$ cat config.mk
export PLATFORM = sky130hd
export DESIGN_NAME = tms_lane
export DESIGN_NICKNAME = d
export VERILOG_FILES = /design/src/rtl/core/tms_pkg.sv /design/src/rtl/core/tms_lane.sv
export SDC_FILE = /design/constraint.sdc
export NUM_CORES = 2
export LEC_CHECK = 0
export BUFFER_PORTS_ARGS = -buffer_cell sky130_fd_sc_hd__buf_4
export CAP_MARGIN = 20
export CORE_ASPECT_RATIO = 1.25
export CORE_MARGIN = 2
export CORE_UTILIZATION = 70
export CTS_CLUSTER_DIAMETER = 100
export CTS_CLUSTER_SIZE = 40
export DETAILED_ROUTE_END_ITERATION = 16
export GPL_TIMING_DRIVEN = 0
export PLACE_DENSITY = 0.88
export RECOVER_POWER = 25
export SLEW_MARGIN = 15
export SYNTH_ARGS = -nofsm -noshare
export SYNTH_HDL_FRONTEND = slang
export SYNTH_SLANG_ARGS = --single-unit
export TNS_END_PERCENT = 10
$ cat constraint.sdc
create_clock -name clk -period 23 [get_ports clk]
set_clock_uncertainty 0.15 [all_clocks]
set_input_delay 2.3 -clock clk [delete_from_list [all_inputs] [get_ports clk]]
set_output_delay 2.3 -clock clk [all_outputs]
set_load 0.02 [all_outputs]
$ cat src/rtl/core/tms_pkg.sv
// package for the transform matrix stack: commands, status codes, types
`default_nettype none
package tms_pkg;
  localparam int unsigned DIM = 4;

  typedef enum logic [1:0] {
    CMD_PUSH = 2'd0,
    CMD_POP  = 2'd1,
    CMD_CAT  = 2'd2,
    CMD_READ = 2'd3
  } cmd_t;

  typedef enum logic [1:0] {
    ST_OK    = 2'd0,
    ST_OVER  = 2'd1,
    ST_EMPTY = 2'd2,
    ST_RSVD  = 2'd3
  } status_t;

  typedef enum logic [2:0] {
    S_IDLE, S_EMIT, S_RD_TOP, S_RD_NXT, S_MAC, S_WR, S_REPLY
  } state_t;

  typedef logic signed [31:0] word_t;
  typedef logic [1:0] row_t;
endpackage
`default_nettype wire

$ cat src/rtl/core/tms_lane.sv
// one multiply-accumulate lane: q16.16 product, floor shift, sum saturated on output
`default_nettype none
module tms_lane (
  input  wire logic         clk,
  input  wire logic         clr,
  input  wire logic         en,
  input  wire tms_pkg::word_t a,
  input  wire tms_pkg::word_t b,
  output tms_pkg::word_t    result
);
  import tms_pkg::*;

  logic signed [63:0] prod;
  logic signed [47:0] prod_sh;

  always_comb begin
    prod     = 64'(a) * 64'(b);
    prod_sh  = prod[63:16];
  end

  // product register then accumulate
  logic signed [47:0] prod_q;
  logic               en_q;
  logic signed [49:0] acc;
  always_ff @(posedge clk) begin
    prod_q <= prod_sh;
    en_q   <= en;
    if (clr) acc <= '0;
    else if (en_q) acc <= acc + 50'(prod_q);
  end

  always_comb begin
    if (acc > 50'sd2147483647) result = 32'sh7fffffff;
    else if (acc < -50'sd2147483648) result = 32'sh80000000;
    else result = acc[31:0];
  end
endmodule
`default_nettype wire

* Word level (Yosys, flattened, before mapping) *
Index checks and enable logic that the tools add are counted.

word-level totals
  flip-flop bits (word level) = 99
  input bits = 67
  output and inout port bits = 32
  logic and storage cells = 9

operators by class
  add/sub/neg operators = 1
  multiply operators = 1
  $lt $le $gt $ge = 2
  muxes and demuxes = 2

operator list
  cell                                                                               count
  32-bit by 32-bit multiplier with 64-bit output                                     1
  32-bit 2-to-1 mux                                                                  2
  50-bit by 48-bit adder with 50-bit output                                          1
  50-bit by 32-bit greater-than comparator with 1-bit output, second input constant  1
  50-bit by 32-bit < comparator with 1-bit output, second input constant             1

* Logic depth before layout (Yosys ltp) *
  word-level depth = 3
  depth in mapped cells = 30
  mapped depth without buffers = 28

* Least setup slack after synthesis *
No wires, ideal clock.

  path type = input port to flip-flop
  start = input port a[31]
  end = register prod_q[37]
  setup time = 0.119 ns
  data arrival time = 9.111 ns
  required time = 22.731 ns
  slack = 13.619 ns
  cell stages on the path = 21
  buffers on the path = 1
  cells stage by stage = clkbuf_1 nand2_1 inv_1 fa_1 fa_1 fa_1 fa_1 inv_1 fa_1 fa_1 fa_1 fa_1 inv_1 ha_1 a21o_1 a21o_1 a21oi_1 o21ai_0 or2_1 a41o_1 xor2_1

on the way
  cells in the longest elaborated chain, start to end = 1

ends and longest elaborated chain
  item                                            line            RTL
  start, declared                                 tms_lane.sv:7   input wire tms_pkg::word_t a,
  32-bit by 32-bit multiplier with 64-bit output  tms_lane.sv:17  prod = 64'(a) * 64'(b);
  via prod[53]                                    tms_lane.sv:13  logic signed [63:0] prod;
  end signal, assigned                            tms_lane.sv:26  prod_q <= prod_sh;
  end, declared                                   tms_lane.sv:22  logic signed [47:0] prod_q;

The timed path passes the listed nets, and every way through them passes these cells.
A chain may end at the register's enable or synchronous reset.

* Final worst setup path *
  start = input port a[9]
  end = register prod_q[46]

The elaborated chain is that of the path after synthesis.

==> results.yml <==
min_path:
  hold_path_class: "reg -> reg"
  hold_path_depth: 2
synthesis:
  synth-seq-area-share_pct: 4.795
  synth_cell_types: 77
  ys.warnings.count: 0
  synth_top_area_share_pct: 52.40
  synth.top_cells.by_area: "fa_1 (52%), inv_1 (9.3%), and2_1 (7.4%)"
  synth_most_common_cell: "fa_1"
  synth_edf_count: 0
  synthTopCellsByCount: "fa_1 (1,082), inv_1 (1,020), nand2_1 (574)"
  synthesis.nets: 5876
  syn_area_sq_um: 41340
  synth-main-ff-cell: "dfxtp_1"
  synth_top_cell_by_area: "fa_1"
  async_flop_share_pct: 0
  syn_area_per_cell_sq_um: 9.190
  syn_inst: 4498
  ys_ff_latch: 99
finish:
  final_area_sq_um: 43410
  regArea_sq_um: 1982
  drive_gt1_share_pct: 3.119
  multi_input_area_sq_um: 34650
  nFillCells: 4348
  nets: 5990
  fin_util_pct: 74.40
  area_growth_pct: 5.007
grt:
  antenna_found_initial: 24
  grt_max_degree: 23
  grt_usage_pct: 50.74
  grt_pass1_vias: 36370
  grt.overflow.total: 0
  grt_pass1_wl_mm: 221.1
setup_path:
  arrival_ns: 11.38
  cpMostUsedCell: "fa_1"
  crit_type: "in -> reg"
  cp_data_required_time_ns: 23.15
  r2r_cells: 13
  cp_max_fo: 10
  critPathSlowestCell: "a211oi_1"
  cp-start-kind: "input pin"
  cpPeakStageDelay_ns: 0.93
  cp-end-kind: "flip-flop"
drt:
  drtIter0Drc: 3346
  routed_wl_mm: 149.2
  wl_per_cell_um: 27.66
  drc: 0
  vias: 33720
  via_per_inst: 6.253
  drt-pass1-iter-count: 6
  ant_nets: 0
placed_design:
  port-buffer-count: 98
  gp_congestion: 1.080
  dpl_cell_area_sq_um: 43020
  dpl.hpwl_mm: 122.1
sta:
  period_share_pct: 48.86
  slew_headroom_pct: 11.70
  worstMarginPinSlew_ns: 1.324
  finalCriticalPeriod_ns: 11.24
  hold_slack_ns: 0.3539
  hold_viol: 0
  setup_violations: 0
  rsz0062_at_grt: "no"
  timing.fmax_ghz: 0.08898
  tns_ns: 0
  final_max_slew_viol_count: 0
floorplanning:
  core_area_sq_um: 58340
  die_w_um: 221.4
  initial_core_util_pct: 70.85
  rows: 99
  dieArea_sq_um: 61020
  io_pins: 99
  die_h_um: 275.7
clock_tree:
  post_cts_buffers: 0
  clock_latency_ns: 0.37
  cts_max_level: 3
  cts_root_buffer: "clkbuf_16"
  hold_buffers: 0
  clkTransAtPathRegs_ns: 0.08
  cts_sinks: 99
  numCtsBuffers: 9
  tritoncts: "built"
  clockBufferDepth: 2
  ctsResizeCount: 0
job:
  drv_cap: 0
outcome:
  outcome: "finished clean"
## flip-flops by register name, summed over array words and instances, names as in the netlist
| register | cells |
|---|---|
| acc | 50 |
| en_q | 1 |
| prod_q | 48 |
## final timing paths
path	end	startpoint	slack, ns
hold / removal	acc[29]	acc[29]	0.35
hold reg to reg	acc[29]	acc[29]	0.35
setup / recovery	prod_q[46]	a[9]	11.76
setup reg to reg	acc[38]	acc[0]	18.84
## critical path: cells and delay by family
| family | cells | cell delay, ns |
|---|---|---|
| fa+ha+maj | 9 | 4.24 |
| xor+xnor | 1 | 0.14 |
| buf+inv | 5 | 1.07 |
| compound gates | 7 | 3.04 |
| simple gates | 3 | 0.56 |
## cells by family (layout without fill, tap and decap cells)
kind of cell             Yosys count  after routing  synth area share (%)
AND/OR/NAND/NOR                 1392           1392                 16.61
buffers and inverters           1244           1363                 11.30
other                              0             19                     0
XOR/XNOR                          94             94                 1.992
adder cells (fa/ha/maj)         1311           1311                 59.33
AO/OA/AOI/OAI                    328            328                 5.237
multiplexers                      30             30                0.7355
flip-flops                        99             99                 4.795
## final cells by class
| cell class | instances | area share [%] |
|---|---|---|
| Sequential cell | 99 | 4.566 |
| Multi-Input combinational cell | 3155 | 79.82 |
| Tap cell | 757 | 2.182 |
| Buffer | 224 | 1.952 |
| Clock buffer | 10 | 0.5506 |
| Antenna cell | 19 | 0.1095 |
| Inverter | 1020 | 8.821 |
| Timing Repair Buffer | 103 | 1.833 |
| Clock inverter | 6 | 0.1643 |
## cell usage in the layout, fill, tap and decap left out, types with 6 or more instances in the layout
cell          n
diode_2      19
a21oi_1     100
xnor2_1      60
clkbuf_1    218
nand4_1      21
ha_1        229
dfxtp_1      99
clkbuf_16     9
fa_1       1081
o21ai_0      50
nor3b_1       9
a211oi_1     11
o211ai_1      6
nor3_1       11
nand2b_1     27
and3_1       16
o31ai_1       8
o21bai_1     12
buf_4        95
o21a_1       12
nand2_1     574
a21o_1       51
nand3b_1      8
xor2_1       34
mux2i_1      27
a31oi_1      15
nand3_1      26
inv_1      1020
o21ai_1       7
nor2b_1      10
nor2_1      169
and2_1      488
## routing by layer
layer / GRT usage, % / part of all wire, % / vias to the layer above
li1: - / - / 13450
met1: 56.25 / 31 / 16840
met2: 76.53 / 43 / 2512
met3: 18.55 / 13 / 913
met4: 47.26 / 12 / 6
met5: 0 / 0.027 / -
## metrics by stage
step	std cells	worst slack, ns
floorplan	4498	13.62
global placement	5353	11.62
detailed placement	5353	11.67
CTS	5369	12.05
global route	5376	11.50
finish	5393	11.76
Power is left out: the tool's default activity adds up to more than one toggle a clock period on the data nets, which glitch-free logic cannot reach.
